File: config.mk
export PLATFORM = sky130hd
export DESIGN_NAME = iltf_mul
export DESIGN_NICKNAME = d
export VERILOG_FILES = /design/src/hdl/iltf_pkg.sv /design/src/hdl/iltf_mul.sv
export SDC_FILE = /design/constraint.sdc
export NUM_CORES = 2
export LEC_CHECK = 0
export BUFFER_PORTS_ARGS = -buffer_cell sky130_fd_sc_hd__buf_2
export CORE_UTILIZATION = 45
export DETAILED_ROUTE_END_ITERATION = 10
export PLACE_DENSITY = 0.63
export SLEW_MARGIN = 0
export SYNTH_ARGS = -nofsm -noshare
export SYNTH_HDL_FRONTEND = slang
export SYNTH_SLANG_ARGS = --single-unit
export TNS_END_PERCENT = 10
File: constraint.sdc
create_clock -name i_clk -period 30.4 [get_ports i_clk]
set_input_delay 1.52 -clock i_clk [delete_from_list [all_inputs] [get_ports i_clk]]
set_output_delay 1.52 -clock i_clk [all_outputs]
set_load 0.02 [all_outputs]
File: src/hdl/iltf_pkg.sv
// Shared types and constants of the incremental line track fit unit.
`default_nettype none
package iltf_pkg;

    localparam int unsigned WEIGHT_W     = 24;
    localparam logic [23:0] WEIGHT_RESET = 24'd65536;
    // |den| below this raw Q.32 magnitude counts as degenerate
    localparam int unsigned DEN_EPS_RAW  = 5;

    typedef enum logic [1:0] {
        FUNC_START  = 2'd0,
        FUNC_ADD    = 2'd1,
        FUNC_REMOVE = 2'd2,
        FUNC_QUERY  = 2'd3
    } t_func;

    typedef enum logic [1:0] {
        STAT_OK     = 2'd0,
        STAT_DEGEN  = 2'd1,
        STAT_REJECT = 2'd2
    } t_status;

    typedef struct packed {
        t_func              func;
        logic signed [31:0] hit_x;
        logic signed [31:0] hit_y;
        logic signed [31:0] hit_z;
    } t_in_item;

    typedef struct packed {
        logic        [47:0] hit_chi2;
        logic signed [31:0] slope_x_out;
        logic signed [31:0] offset_x_out;
        logic signed [31:0] slope_y_out;
        logic signed [31:0] offset_y_out;
        logic        [5:0]  count_out;
        t_status            status;
    } t_out_item;

    typedef struct packed {
        logic        start;
        logic        sgn;
        logic [63:0] a;
        logic [63:0] b;
    } t_mul_req;

    typedef struct packed {
        logic         start;
        logic [127:0] num;
        logic [127:0] den;
    } t_div_req;

endpackage
`default_nettype wire

File: src/hdl/iltf_mul.sv
// Multi-cycle 64 x 64 multiplier built on one 32 x 32 partial-product unit.
`default_nettype none
module iltf_mul (
    input  wire logic              i_clk,
    input  wire logic              i_rst_n,
    input  wire iltf_pkg::t_mul_req i_req,
    output logic                   o_done,
    output logic [127:0]           o_prod
);
    import iltf_pkg::*;

    typedef enum logic [1:0] {M_IDLE, M_RUN, M_DONE} t_mstate;

    t_mstate      r_state;
    logic [63:0]  r_ua;
    logic [63:0]  r_ub;
    logic         r_neg;
    logic [2:0]   r_cnt;
    logic [63:0]  r_pp;
    logic [1:0]   r_psel;
    logic [127:0] r_acc;

    logic [31:0]  a_part;
    logic [31:0]  b_part;
    logic [63:0]  n_pp;
    logic [127:0] pp_shift;
    logic         a_neg;
    logic         b_neg;

    assign a_neg  = i_req.sgn & i_req.a[63];
    assign b_neg  = i_req.sgn & i_req.b[63];
    assign a_part = r_cnt[1] ? r_ua[63:32] : r_ua[31:0];
    assign b_part = r_cnt[0] ? r_ub[63:32] : r_ub[31:0];
    assign n_pp   = 64'(a_part) * 64'(b_part);

    always_comb begin
        case (r_psel)
            2'd0:    pp_shift = {64'd0, r_pp};
            2'd3:    pp_shift = {r_pp, 64'd0};
            default: pp_shift = {32'd0, r_pp, 32'd0};
        endcase
    end

    always_ff @(posedge i_clk) begin
        if (!i_rst_n) begin
            r_state <= M_IDLE;
            r_cnt   <= 3'd0;
        end else begin
            case (r_state)
                M_IDLE: begin
                    if (i_req.start) begin
                        r_ua    <= a_neg ? (~i_req.a + 64'd1) : i_req.a;
                        r_ub    <= b_neg ? (~i_req.b + 64'd1) : i_req.b;
                        r_neg   <= a_neg ^ b_neg;
                        r_acc   <= '0;
                        r_cnt   <= 3'd0;
                        r_state <= M_RUN;
                    end
                end
                M_RUN: begin
                    if (!r_cnt[2]) begin
                        r_pp   <= n_pp;
                        r_psel <= r_cnt[1:0];
                    end
                    if (r_cnt != 3'd0) r_acc <= r_acc + pp_shift;
                    r_cnt <= r_cnt + 3'd1;
                    if (r_cnt == 3'd4) r_state <= M_DONE;
                end
                M_DONE: r_state <= M_IDLE;
                default: r_state <= M_IDLE;
            endcase
        end
    end

    assign o_done = (r_state == M_DONE);
    assign o_prod = r_neg ? (~r_acc + 128'd1) : r_acc;

endmodule
`default_nettype wire

==> impl_metrics.csv <==
group,metric,value,unit
cells_and_area,fillCellCount,12422,
synth,synth_top_family_by_area,"adder cells",
setup_path,endpoint_kind,"register",
global_routing,grtUsageMet2,52.5,%
synth,async_flop_share,0,%
synth,yosys_warnings,0,
placed_design,pre_cts_ws,20.55,ns
setup_path,worstPathMaxFanout,48,
synth,synth-seq-cells,328,
clock_network,post_cts_resized,0,
placed_design,portBuffers,260,
global_routing,grt_util_met3,6.37,%
placed_design,hpwlAfterDp,172000,um
setup_path,r2r_cells,26,
setup_path,worstPathRequired,30.76,ns
setup_path,ff2ff_setup_slack,20.41,ns
clock_network,htreeDepth,2,
setup_path,crit_buf_inv,6,
synth,syn_area_per_cell,8.83,um^2
placed_design,dpl_cell_area,62200,um^2
timing,tns,0,ns
floorplan,dieArea,132000,um^2
global_routing,overflow,0,
setup_path,startpoint_type,"register",
detailed_routing,num_vias,50051,
timing,fin_crit,9.99,ns
timing,hold_ws,0.535,ns
timing,fmax,100,MHz
clock_network,post_cts_buffers,0,
flow_run,max_cap_violations,0,
global_routing,grt_max_degree,78,
detailed_routing,wl_per_cell,24.9,um
cells_and_area,layout.nets,8181,
timing,finalWorstSetupSlack,20.41,ns
synth,synth-simple-area-share,16.6,%
synth,yosysSeqAreaShare,16.6,%
setup_path,cp_top_family,"adder cells",
setup_path,slowest_stage,"buf_4",
hold_path,hold_start,"r_cnt[2]",
clock_network,path_clk_slew,0.08,ns
hold_path,hp-class,"register to register",
synth,ys_types,84,
detailed_routing,ant_nets,0,
hold_path,hold_depth,2,
hold_path,hold_path_end,"r_state[1]",
synth,synthAdderAreaFrac,38.9,%
clock_network,tritoncts,"done",
setup_path,r2r_start,"r_cnt[0]",
clock_network,hold_buffers,0,
floorplan,die_h,364,um
timing,slew_headroom,17.5,%
timing,rsz0062_at_grt,"false",
timing,fin_worst_skew,0.0869,ns
floorplan,start_util,45.4,%
placed_design,finalWeightedCongestion,1.03,
synth,synth_nets,8097,
timing,tightest_slew,1.20,ns
global_routing,antenna_found_initial,4,
synth,synth_compound_area_share,11.7,%
synth,ys.flop_type,"edfxtp_1",
timing,period_share,32.9,%
cells_and_area,fin_area,63700,um^2
detailed_routing,firstDrtPassIters,6,
floorplan,core,130000,um^2
detailed_routing,drt-initial-drc-count,4953,
detailed_routing,drc,0,
floorplan,ioPinCount,261,
timing,drv_slew,0,
clock_network,max-clock-path-buffers,3,
global_routing,grt.total_usage,32.2,%
clock_network,clk_latency,0.66,ns
synth,netlist_instances,6671,
timing,final-hold-violation-count,0,
detailed_routing,wl,212000,um
cells_and_area,layout-drive-gt1-share,8.63,%
detailed_routing,vias_per_cell,5.87,
global_routing,grt.met1_usage,40.4,%
global_routing,grt_busiest_layer,"met2",
setup_path,rr_endpoint,"r_pp[63]",
global_routing,grt_pass1_wl,318000,um
floorplan,dieWidth,364,um
synth,syn_area,58900,um^2
timing,setup_viol_count_final,0,
floorplan,rows,132,
synth,synth_edf_count,323,
setup_path,worst_ep_arrival_time,10.35,ns
setup_path,max_stage_delay,0.69,ns
synth,synthMuxAreaShare,2.31,%
setup_path,critPathKind,"register to register",
synth,synth_xor_area_share,5.98,%
clock_network,clkSinkCount,328,
cells_and_area,area_growth,8.08,%
global_routing,grt_pass1_vias,50660,
setup_path,cpMostUsedCell,"fa_1",
clock_network,cts-buffers-inserted,42,
clock_network,cts_root_buffer,"clkbuf_16",
status,outcome,"finished, final reports clean",
area by class of cell:
cell class	count	area [um^2]	area share, %
Inverter	921	3460	5.43
Clock inverter	31	393	0.617
Multi-Input combinational cell	5111	44800	70.3
Tap cell	1742	2180	3.42
Timing Repair Buffer	351	1980	3.12
Antenna cell	1	2.50	0.00393
Sequential cell	328	9810	15.4
Clock buffer	46	1070	1.67
worst register-to-register path, cell delays in order (launching register included):
cell and delay, ns:
dfxtp_4 0.57, buf_4 0.70, mux2i_4 0.38, buf_4 0.42, nor2_1 0.21, fa_1 0.53
fa_1 0.54, inv_1 0.05, fa_1 0.47, fa_1 0.51, fa_1 0.56, inv_1 0.05
fa_1 0.48, fa_1 0.53, inv_1 0.06, fa_1 0.48, inv_1 0.05, ha_1 0.43
nand3_1 0.10, or3_1 0.34, a2111oi_0 0.56, o2111ai_1 0.31, a21o_1 0.30, o31a_1 0.36
o31ai_1 0.41, and4_1 0.25, nor3_1 0.05
sequential cells by signal, indices dropped and copies added (netlist names):
register	count
r_cnt	3
r_pp	64
r_state	2
r_ub	64
r_acc	128
r_ua	64
r_psel	2
r_neg	1
kinds of logic after synthesis:
group / Yosys count
flip-flops: 328
AND/OR/NAND/NOR: 2209
buffers and inverters: 1232
AO/OA/AOI/OAI: 1078
adder cells (fa/ha/maj): 1294
XOR/XNOR: 402
multiplexers: 128
synthesized netlist by cell type (14+ instances only):
library cell	instances	share of area, %
nor2b_1	23	0.24
a21o_1	98	1.2
o21ai_1	22	0.19
buf_1	15	0.096
o31ai_1	75	0.96
edfxtp_1	323	16
xnor2_1	288	4.3
o21a_1	36	0.46
nor2_1	907	5.8
nand4_1	84	0.89
a211oi_1	18	0.23
nand3_1	64	0.54
nor4_1	33	0.35
a21oi_1	320	2.7
xor2_1	114	1.7
a22o_1	62	0.92
or3_1	36	0.38
or2_2	20	0.21
nor3_1	127	1.1
ha_1	397	8.4
a21boi_0	20	0.25
mux2i_1	66	1.1
clkbuf_1	291	1.9
o41ai_1	27	0.40
nand2b_1	37	0.39
nand2_1	696	4.4
mux2_2	56	1.1
o21ai_0	211	1.8
inv_1	919	5.9
o211ai_1	14	0.18
fa_1	897	30
a31oi_1	31	0.33
or4_1	26	0.33
o21bai_1	56	0.71
and3_1	19	0.20
and2_1	79	0.84
per-stage QoR:
| stage | utilization, % | instances |
|---|---|---|
| finish | 49.1 | 8531 |
| global route | 49.1 | 8530 |
| CTS | 49.1 | 8530 |
| detailed placement | 48.0 | 8453 |
| global placement | 48.0 | 8453 |
| floorplan | - | 6671 |
layer usage:
metal  share of wire, %  up-vias
li1                   -    22070
met1                 39    24944
met2                 46     2462
met3                8.7      575
met4                6.5        0
met5                  0        -
cell usage in the layout, fill, tap and decap left out, drive strengths merged, types with 64 or more instances in the layout:
master  instances
buf           351
ha            397
nand2         696
o21ai         236
nor2          908
xnor2         288
fa            897
xor2          114
mux2i          66
nand4          85
nor3          128
a21o           98
a21oi         320
nand3          64
o31ai          75
and2           80
edfxtp        323
inv           924
worst max path at each step:
| stage | depth (start not counted) | from | slack, ns | end |
|---|---|---|---|---|
| final | 26 | r_cnt[0] | 20.41 | r_pp[63] |
| after global routing | 26 | r_cnt[0] | 20.07 | r_pp[63] |
| after CTS | 26 | r_cnt[0] | 20.50 | r_pp[63] |
| after detailed placement | 26 | r_cnt[0] | 20.55 | r_pp[63] |
| after global placement | 26 | r_cnt[0] | 20.75 | r_pp[63] |
| after floorplan | 2 | i_rst_n | 18.62 | r_neg |
Power is not shown: default switching activity piles up to over one toggle a cycle in this logic, so the estimate is an artifact.
