--- src/hdl/iltf_pkg.sv ---
// Shared types and constants of the incremental line track fit unit.
`default_nettype none
package iltf_pkg;

    localparam int unsigned WEIGHT_W     = 24;
    localparam logic [23:0] WEIGHT_RESET = 24'd65536;
    // |den| below this raw Q.32 magnitude counts as degenerate
    localparam int unsigned DEN_EPS_RAW  = 5;

    typedef enum logic [1:0] {
        FUNC_START  = 2'd0,
        FUNC_ADD    = 2'd1,
        FUNC_REMOVE = 2'd2,
        FUNC_QUERY  = 2'd3
    } t_func;

    typedef enum logic [1:0] {
        STAT_OK     = 2'd0,
        STAT_DEGEN  = 2'd1,
        STAT_REJECT = 2'd2
    } t_status;

    typedef struct packed {
        t_func              func;
        logic signed [31:0] hit_x;
        logic signed [31:0] hit_y;
        logic signed [31:0] hit_z;
    } t_in_item;

    typedef struct packed {
        logic        [47:0] hit_chi2;
        logic signed [31:0] slope_x_out;
        logic signed [31:0] offset_x_out;
        logic signed [31:0] slope_y_out;
        logic signed [31:0] offset_y_out;
        logic        [5:0]  count_out;
        t_status            status;
    } t_out_item;

    typedef struct packed {
        logic        start;
        logic        sgn;
        logic [63:0] a;
        logic [63:0] b;
    } t_mul_req;

    typedef struct packed {
        logic         start;
        logic [127:0] num;
        logic [127:0] den;
    } t_div_req;

endpackage
`default_nettype wire

--- src/hdl/iltf_div.sv ---
// Restoring divider: signed 128-bit ratio to Q16.16, saturated to 32 bits.
`default_nettype none
module iltf_div (
    input  wire logic              i_clk,
    input  wire logic              i_rst_n,
    input  wire iltf_pkg::t_div_req i_req,
    output logic                   o_done,
    output logic [31:0]            o_quo
);
    import iltf_pkg::*;

    typedef enum logic [1:0] {D_IDLE, D_RUN, D_DONE} t_dstate;

    t_dstate      r_state;
    logic [143:0] r_rem;
    logic [159:0] r_dsh;
    logic [32:0]  r_q;
    logic [5:0]   r_cnt;
    logic         r_neg;

    logic [127:0] abs_num;
    logic [127:0] abs_den;
    logic         ge;
    logic         sat;

    assign abs_num = i_req.num[127] ? (~i_req.num + 128'd1) : i_req.num;
    assign abs_den = i_req.den[127] ? (~i_req.den + 128'd1) : i_req.den;
    assign ge      = ({16'd0, r_rem} >= r_dsh);
    assign sat     = r_q[32];

    always_ff @(posedge i_clk) begin
        if (!i_rst_n) begin
            r_state <= D_IDLE;
            r_cnt   <= 6'd0;
        end else begin
            case (r_state)
                D_IDLE: begin
                    if (i_req.start) begin
                        r_rem   <= {abs_num, 16'd0};
                        r_dsh   <= {abs_den, 32'd0};
                        r_neg   <= i_req.num[127] ^ i_req.den[127];
                        r_q     <= '0;
                        r_cnt   <= 6'd0;
                        r_state <= D_RUN;
                    end
                end
                D_RUN: begin
                    // first bit set means the quotient reaches 2^32: saturate
                    if (ge) r_rem <= r_rem - r_dsh[143:0];
                    r_dsh <= r_dsh >> 1;
                    r_q   <= {r_q[31:0], ge};
                    r_cnt <= r_cnt + 6'd1;
                    if (r_cnt == 6'd32) r_state <= D_DONE;
                end
                D_DONE: r_state <= D_IDLE;
                default: r_state <= D_IDLE;
            endcase
        end
    end

    always_comb begin
        if (r_neg) begin
            o_quo = (sat || (r_q[31:0] > 32'h8000_0000)) ? 32'h8000_0000
                                                         : (~r_q[31:0] + 32'd1);
        end else begin
            o_quo = (sat || r_q[31]) ? 32'h7FFF_FFFF : r_q[31:0];
        end
    end

    assign o_done = (r_state == D_DONE);

endmodule
`default_nettype wire

--- config.mk ---
export PLATFORM = sky130hd
export DESIGN_NAME = iltf_div
export DESIGN_NICKNAME = d
export VERILOG_FILES = /design/src/hdl/iltf_pkg.sv /design/src/hdl/iltf_div.sv
export SDC_FILE = /design/constraint.sdc
export NUM_CORES = 1
export LEC_CHECK = 0
export BUFFER_PORTS_ARGS = -buffer_cell sky130_fd_sc_hd__buf_2
export CAP_MARGIN = 20
export CORE_MARGIN = 3
export CORE_UTILIZATION = 55
export CTS_CLUSTER_SIZE = 8
export DETAILED_ROUTE_END_ITERATION = 8
export HOLD_SLACK_MARGIN = 0.15
export PLACE_DENSITY_LB_ADDON = 0.3
export SYNTH_ARGS = -nofsm -noshare
export SYNTH_HDL_FRONTEND = slang
export SYNTH_SLANG_ARGS = --single-unit
--- constraint.sdc ---
create_clock -name i_clk -period 9.2 [get_ports i_clk]
set_clock_uncertainty 0.05 [all_clocks]
set_input_delay 0.92 -clock i_clk [delete_from_list [all_inputs] [get_ports i_clk]]
set_output_delay 0.92 -clock i_clk [all_outputs]
set_load 0.01 [all_outputs]
==> flow_metrics.py, run 1 <==
metrics = {
    "cells_and_area": {
        "instances_no_fill": 4768,
        "area_growth_syn_to_layout_pct": 10.6,
        "nets": 4407,
        "stdcell_area_sq_um": 34000,
        "drive_gt1_frac": 0.105,
    },
    "synth": {
        "netlist_top_cells_count": "nand2_1 (447), o21ai_0 (404), a21oi_1 (359), edfxtp_1 (338), nor2_1 (333)",
        "netlist_area_sq_um": 30800,
        "synth_sequential_area_ratio": 0.335,
        "yosys.area.top_type": "edfxtp_1",
        "ys_async_sr_fraction": 0,
        "synth-seq-cells": 346,
        "ys_types": 81,
        "syn-instance-count": 3818,
        "ys_top_cells_by_area": "edfxtp_1 (33%), o21ai_0 (6.6%), ha_1 (6.1%), xor2_1 (6.0%), a21oi_1 (5.8%)",
        "synth_edf_count": 338,
        "synth_most_common_cell": "nand2_1",
        "synthFlopType": "edfxtp_1",
        "avgSynthCellArea_sq_um": 8.06,
        "yosysTopAreaCellShare": 0.330,
        "ys_warn_count": 0,
        "syn_nets": 4227,
    },
    "min_path": {
        "hold_path_class": "flop to flop",
    },
    "placement": {
        "placed_cells": 4694,
        "dpl.hpwl_mm": 81.0,
        "gp_routability_congestion": 1.03,
        "io_buffers": 291,
        "place_area_sq_um": 32600,
    },
    "floorplan": {
        "row_count": 86,
        "pin_count": 292,
        "die-width_microns": 242,
        "die_y_microns": 242,
        "start_util": 0.557,
        "core_area_sq_um": 55200,
        "dieArea_sq_um": 58800,
    },
    "worst_setup_path": {
        "cp-start-kind": "flop",
        "worstPathArrival_ns": 4.94,
        "worst_setup_path_end_kind": "output pin",
        "crit_chain": "inv_1, ha_1, nor3b_1, nand3_1, or2_2, nor2_1, nand4_1, or3_1, o21ai_0, nand2b_1, or2_2, or3b_2, nand3_1, buf_2",
        "crit_slowest_cell": "or2_2",
        "worstPathRequired_ns": 8.23,
        "cp_max_fo": 30,
        "max_stage_delay_ns": 0.71,
        "critPathKind": "flop to output pin",
        "path_buf_inv": 2,
        "cpLargestDelayFamily": "simple AND/OR/NAND/NOR gates",
    },
    "timing": {
        "finalCritPeriodShare": 0.642,
        "setup-tns-final_ns": 0,
        "period_needed_ns": 5.91,
        "slew_headroom": 0.219,
        "hold_viol": 0,
        "max_freq_mhz": 169,
        "finalMaxSlewViolations": 0,
        "setup_violations": 0,
        "whs_ns": 0.467,
        "grt_setup_unrepaired": "no",
        "tightest_slew_ns": 1.16,
    },
    "global_route": {
        "grt_use_met1": 0.513,
        "grt_first_pass_wirelength_mm": 159,
        "grt_pass1_vias": 27600,
        "grt_use_total": 0.340,
        "overflow": 0,
        "grt_max_degree": 167,
        "use_met2": 0.497,
        "busiest_layer": "met1",
        "met3_usage": 0.0685,
        "antenna_found_initial": 11,
    },
    "power": {
        "p_per_area_nw_per_um2": 159,
        "p_total_mw": 5.40,
        "ir_worst_vdd_uv": 131,
        "p_leak_nw": 13.0,
    },
    "detailed_routing": {
        "ant_nets": 0,
        "first_pass_iters": 6,
        "drc": 0,
        "drt-wirelength-per-cell_microns": 21.8,
        "drt_wl_total_mm": 104,
        "avgViaCountPerCell": 6.36,
        "vias": 30300,
        "dr.first_iter.drc_count": 3707,
    },
    "clock_network": {
        "cts_sinks": 346,
        "root_buffer": "clkbuf_16",
        "cts_buffer_depth": 3,
        "cts_hold_buf": 0,
        "cts_tree": "built",
        "postCtsSetupRepairBufs": 0,
        "ctsResizeCount": 0,
        "cts_buffers": 50,
        "ctsHtreeMaxLevel": 2,
        "path_clk_slew_ns": 0.05,
        "clk-insertion-delay-late_ns": 0.60,
    },
    "run": {
        "cap_viol_max_count": 0,
    },
    "outcome": {
        "outcome": "completed",
    },
}
==> cell usage in the layout (no fill, tap or decap), types with 149 or more instances in the layout <==
cell type,count
o21ai_0,404
ha_1,149
xnor2_1,173
a21oi_1,359
nand2_1,447
nor2_1,332
xor2_1,212
inv_1,222
edfxtp_1,338
buf_2,289
==> worst register-to-register path, cell delays in order (launching register included) <==
cell       delay, ns
edfxtp_1        0.35
inv_1           0.06
ha_1            0.44
nand2_1         0.18
nor3_1          0.50
nand4_1         0.29
nor4_1          0.32
o21ai_0         0.29
a31oi_1         0.25
nor3_1          0.06
buf_4           0.17
and2_1          0.14
o31ai_1         0.27
o2bb2ai_1       0.28
o21a_4          0.58
buf_4           0.84
==> kinds of logic after synthesis <==
family,share of synthesized area
AO/OA/AOI/OAI,0.227
XOR/XNOR,0.110
adder cells (fa/ha/maj),0.0613
buffers and inverters,0.0493
flip-flops,0.335
multiplexers,0.00362
AND/OR/NAND/NOR,0.214
==> final cells by class <==
cell class | count | area [sq um]
Fill cell | 4997 | 21200
Clock buffer | 62 | 1320
Tap cell | 748 | 936
Timing Repair Buffer | 307 | 1590
Multi-Input combinational cell | 3070 | 19000
Inverter | 223 | 837
Sequential cell | 346 | 10300
Clock inverter | 5 | 47.5
Antenna cell | 7 | 17.5
==> flip-flops by register name, summed over array words and instances (netlist names) <==
name     count
r_q         33
r_rem      144
r_state      2
r_dsh      160
r_neg        1
r_cnt        6
==> where the power goes <==
part / internal, mW / switching [mW] / leakage, nW
Clock: 0.991 / 0.709 / 0.668
Sequential: 1.91 / 0.0627 / 3.27
Combinational: 0.597 / 1.14 / 9.08
Total: 3.49 / 1.91 / 13.0
==> routing by layer <==
| layer | vias to the layer above | wire length (microns) |
|---|---|---|
| met5 | - | 66 |
| met4 | 10 | 2660 |
| met3 | 188 | 12200 |
| met2 | 1648 | 43100 |
| met1 | 14200 | 45600 |
| li1 | 14300 | - |
==> per-stage QoR <==
| stage | setup WS, ns | util |
|---|---|---|
| 6_report | 3.29 | 0.616 |
| 5_1_grt | 2.80 | 0.616 |
| 4_1_cts | 3.29 | 0.616 |
| 3_5_place_dp | 3.82 | 0.591 |
| 3_3_place_gp | 3.70 | 0.591 |
| 2_1_floorplan | 2.52 | - |
==> worst paths after layout <==
kind / endpoint / cells past startpoint / from / slack [ns]
max: o_quo[8] / 14 / r_q[0] / 3.29
min: r_cnt[4] / 2 / r_cnt[4] / 0.47
max reg2reg: r_rem[84] / 15 / r_dsh[43] / 3.66
min reg2reg: r_cnt[4] / 2 / r_cnt[4] / 0.47
Power figures use the tool's default switching activity.
==> run 2: changes to the inputs <==
clock period = 6.1 ns   (was 9.2 ns; I/O delays follow)
==> flow_metrics.py, run 2 (synthesis results as in run 1) <==
metrics = {
    "worst_setup_path": {
        "cpLargestDelayFamily": "compound AO/OA/AOI/OAI gates",
        "crit_slowest_cell": "nor3_1",
        "cp-start-kind": "flop",
        "critPathKind": "flop to flop",
        "cp_max_fo": 40,
        "worstPathRequired_ns": 6.35,
        "worst_setup_path_end_kind": "flop",
        "max_stage_delay_ns": 0.58,
        "path_buf_inv": 3,
        "worstPathArrival_ns": 5.37,
        "crit_chain": "inv_1, ha_1, inv_1, fa_1, a211oi_1, o21ai_0, a21oi_1, a21oi_1, o21ai_0, a31oi_1, nor3_1, and2_1, o31ai_1, o2bb2ai_1, o21a_4, buf_12",
    },
    "detailed_routing": {
        "drt-wirelength-per-cell_microns": 22.0,
        "first_pass_iters": 6,
        "wl_met2_mm": 43.9,
        "met3_length_mm": 12.5,
        "drc": 0,
        "ant_nets": 0,
        "avgViaCountPerCell": 6.36,
        "vias": 30400,
        "wl_met1_mm": 46.3,
        "dr.first_iter.drc_count": 3768,
        "drt_wl_total_mm": 105,
        "topRoutingLayerUsed": "met5",
    },
    "power": {
        "p_per_area_nw_per_um2": 239,
        "p_leak_nw": 13.0,
        "ir_worst_vdd_uv": 198,
    },
    "placement": {
        "dpl.hpwl_mm": 82.1,
        "dp_slack_ns": 1.13,
        "gp_routability_congestion": 1.03,
        "io_buffers": 291,
    },
    "min_path": {
        "hold_path_class": "primary input to flop",
    },
    "floorplan": {
        "die_y_microns": 242,
        "core_area_sq_um": 55200,
        "pin_count": 292,
        "die-width_microns": 242,
        "row_count": 86,
        "dieArea_sq_um": 58800,
        "start_util": 0.557,
    },
    "clock_network": {
        "postCtsSetupRepairBufs": 0,
        "ctsResizeCount": 0,
        "ctsHtreeMaxLevel": 2,
        "cts_hold_buf": 0,
        "cts_sinks": 346,
        "cts_buffers": 50,
        "clk-insertion-delay-late_ns": 0.61,
        "cts_buffer_depth": 3,
        "root_buffer": "clkbuf_16",
        "path_clk_slew_ns": 0.05,
        "cts_tree": "built",
    },
    "cells_and_area": {
        "largest_register": "r_dsh",
        "largest_reg_flops": 160,
        "mostFrequentLayoutCells": "nand2_1 (447), o21ai_0 (404), a21oi_1 (359)",
        "ff_latch_area_sq_um": 10300,
        "drive_gt1_frac": 0.106,
        "multi_input_area_sq_um": 19000,
        "mostFrequentLayoutCell": "nand2_1",
        "reg.largest.list": "r_dsh x160, r_rem x144, r_q x33",
        "area_growth_syn_to_layout_pct": 10.9,
        "num-fill-cells": 5055,
        "nets": 4412,
    },
    "global_route": {
        "grt_max_degree": 198,
        "grt_pass1_vias": 27400,
        "grt_use_total": 0.343,
        "antenna_found_initial": 6,
        "grt_first_pass_wirelength_mm": 159,
        "overflow": 0,
    },
    "timing": {
        "whs_ns": 0.351,
        "setup-tns-final_ns": 0,
        "setup_violations": 0,
        "period_needed_ns": 5.11,
        "finalMaxSlewViolations": 0,
        "max_freq_mhz": 196,
        "slew_headroom": 0.262,
        "grt_setup_unrepaired": "no",
        "tightest_slew_ns": 1.09,
        "worst_slack_ns": 0.986,
        "finalCritPeriodShare": 0.838,
        "hold_viol": 0,
    },
    "outcome": {
        "outcome": "completed",
    },
    "run": {
        "cap_viol_max_count": 0,
    },
}
## run 2: path summary, 6_finish.rpt
kind | from | end | slack, ns | cells past startpoint
worst min-delay path | i_req[128] | r_rem[16] | 0.35 | 3
worst min register to register | r_cnt[4] | r_cnt[4] | 0.47 | 2
worst max-delay path | r_rem[0] | r_rem[74] | 0.99 | 16
worst max register to register | r_rem[0] | r_rem[74] | 0.99 | 16
## run 2: cell type report
type,count,area share
antenna,8,0.000587
multi-input combinational,3070,0.556
sequential,346,0.302
tap,748,0.0274
timing repair buffer,312,0.0497
clock inverter,6,0.00143
clock buffer,65,0.0383
inverter,223,0.0245
## run 2: stage by stage
step | cell area (sq um) | cells | util | total power [mW]
5_1_grt | 34100 | 4771 | 0.618 | 8.51
3_5_place_dp | 32700 | 4699 | 0.593 | 5.54
3_3_place_gp | 32700 | 4699 | 0.593 | 5.52
4_1_cts | 34100 | 4770 | 0.618 | 8.09
6_report | 34100 | 4778 | 0.618 | 8.16
2_1_floorplan | 30800 | 3818 | - | 4.72
## run 2: layer usage
layer	up-vias	global-route usage
li1	14300	-
met1	14300	0.516
met2	1631	0.501
met3	143	0.0758
met4	8	0.0773
met5	-	0
## run 2: where the power goes
group / switching (mW) / leakage, nW / internal, mW
Combinational: 1.72 / 9.12 / 0.905
Clock: 1.08 / 0.653 / 1.48
Sequential: 0.0977 / 3.27 / 2.87
Total: 2.91 / 13.0 / 5.26
## run 2: worst min-delay path, delay by kind of cell
| family | cells | cell delay, ns |
|---|---|---|
| AO/OA/AOI/OAI | 1 | 0.08 |
| AND/OR/NAND/NOR | 1 | 0.08 |
| buffers and inverters | 1 | 0.12 |
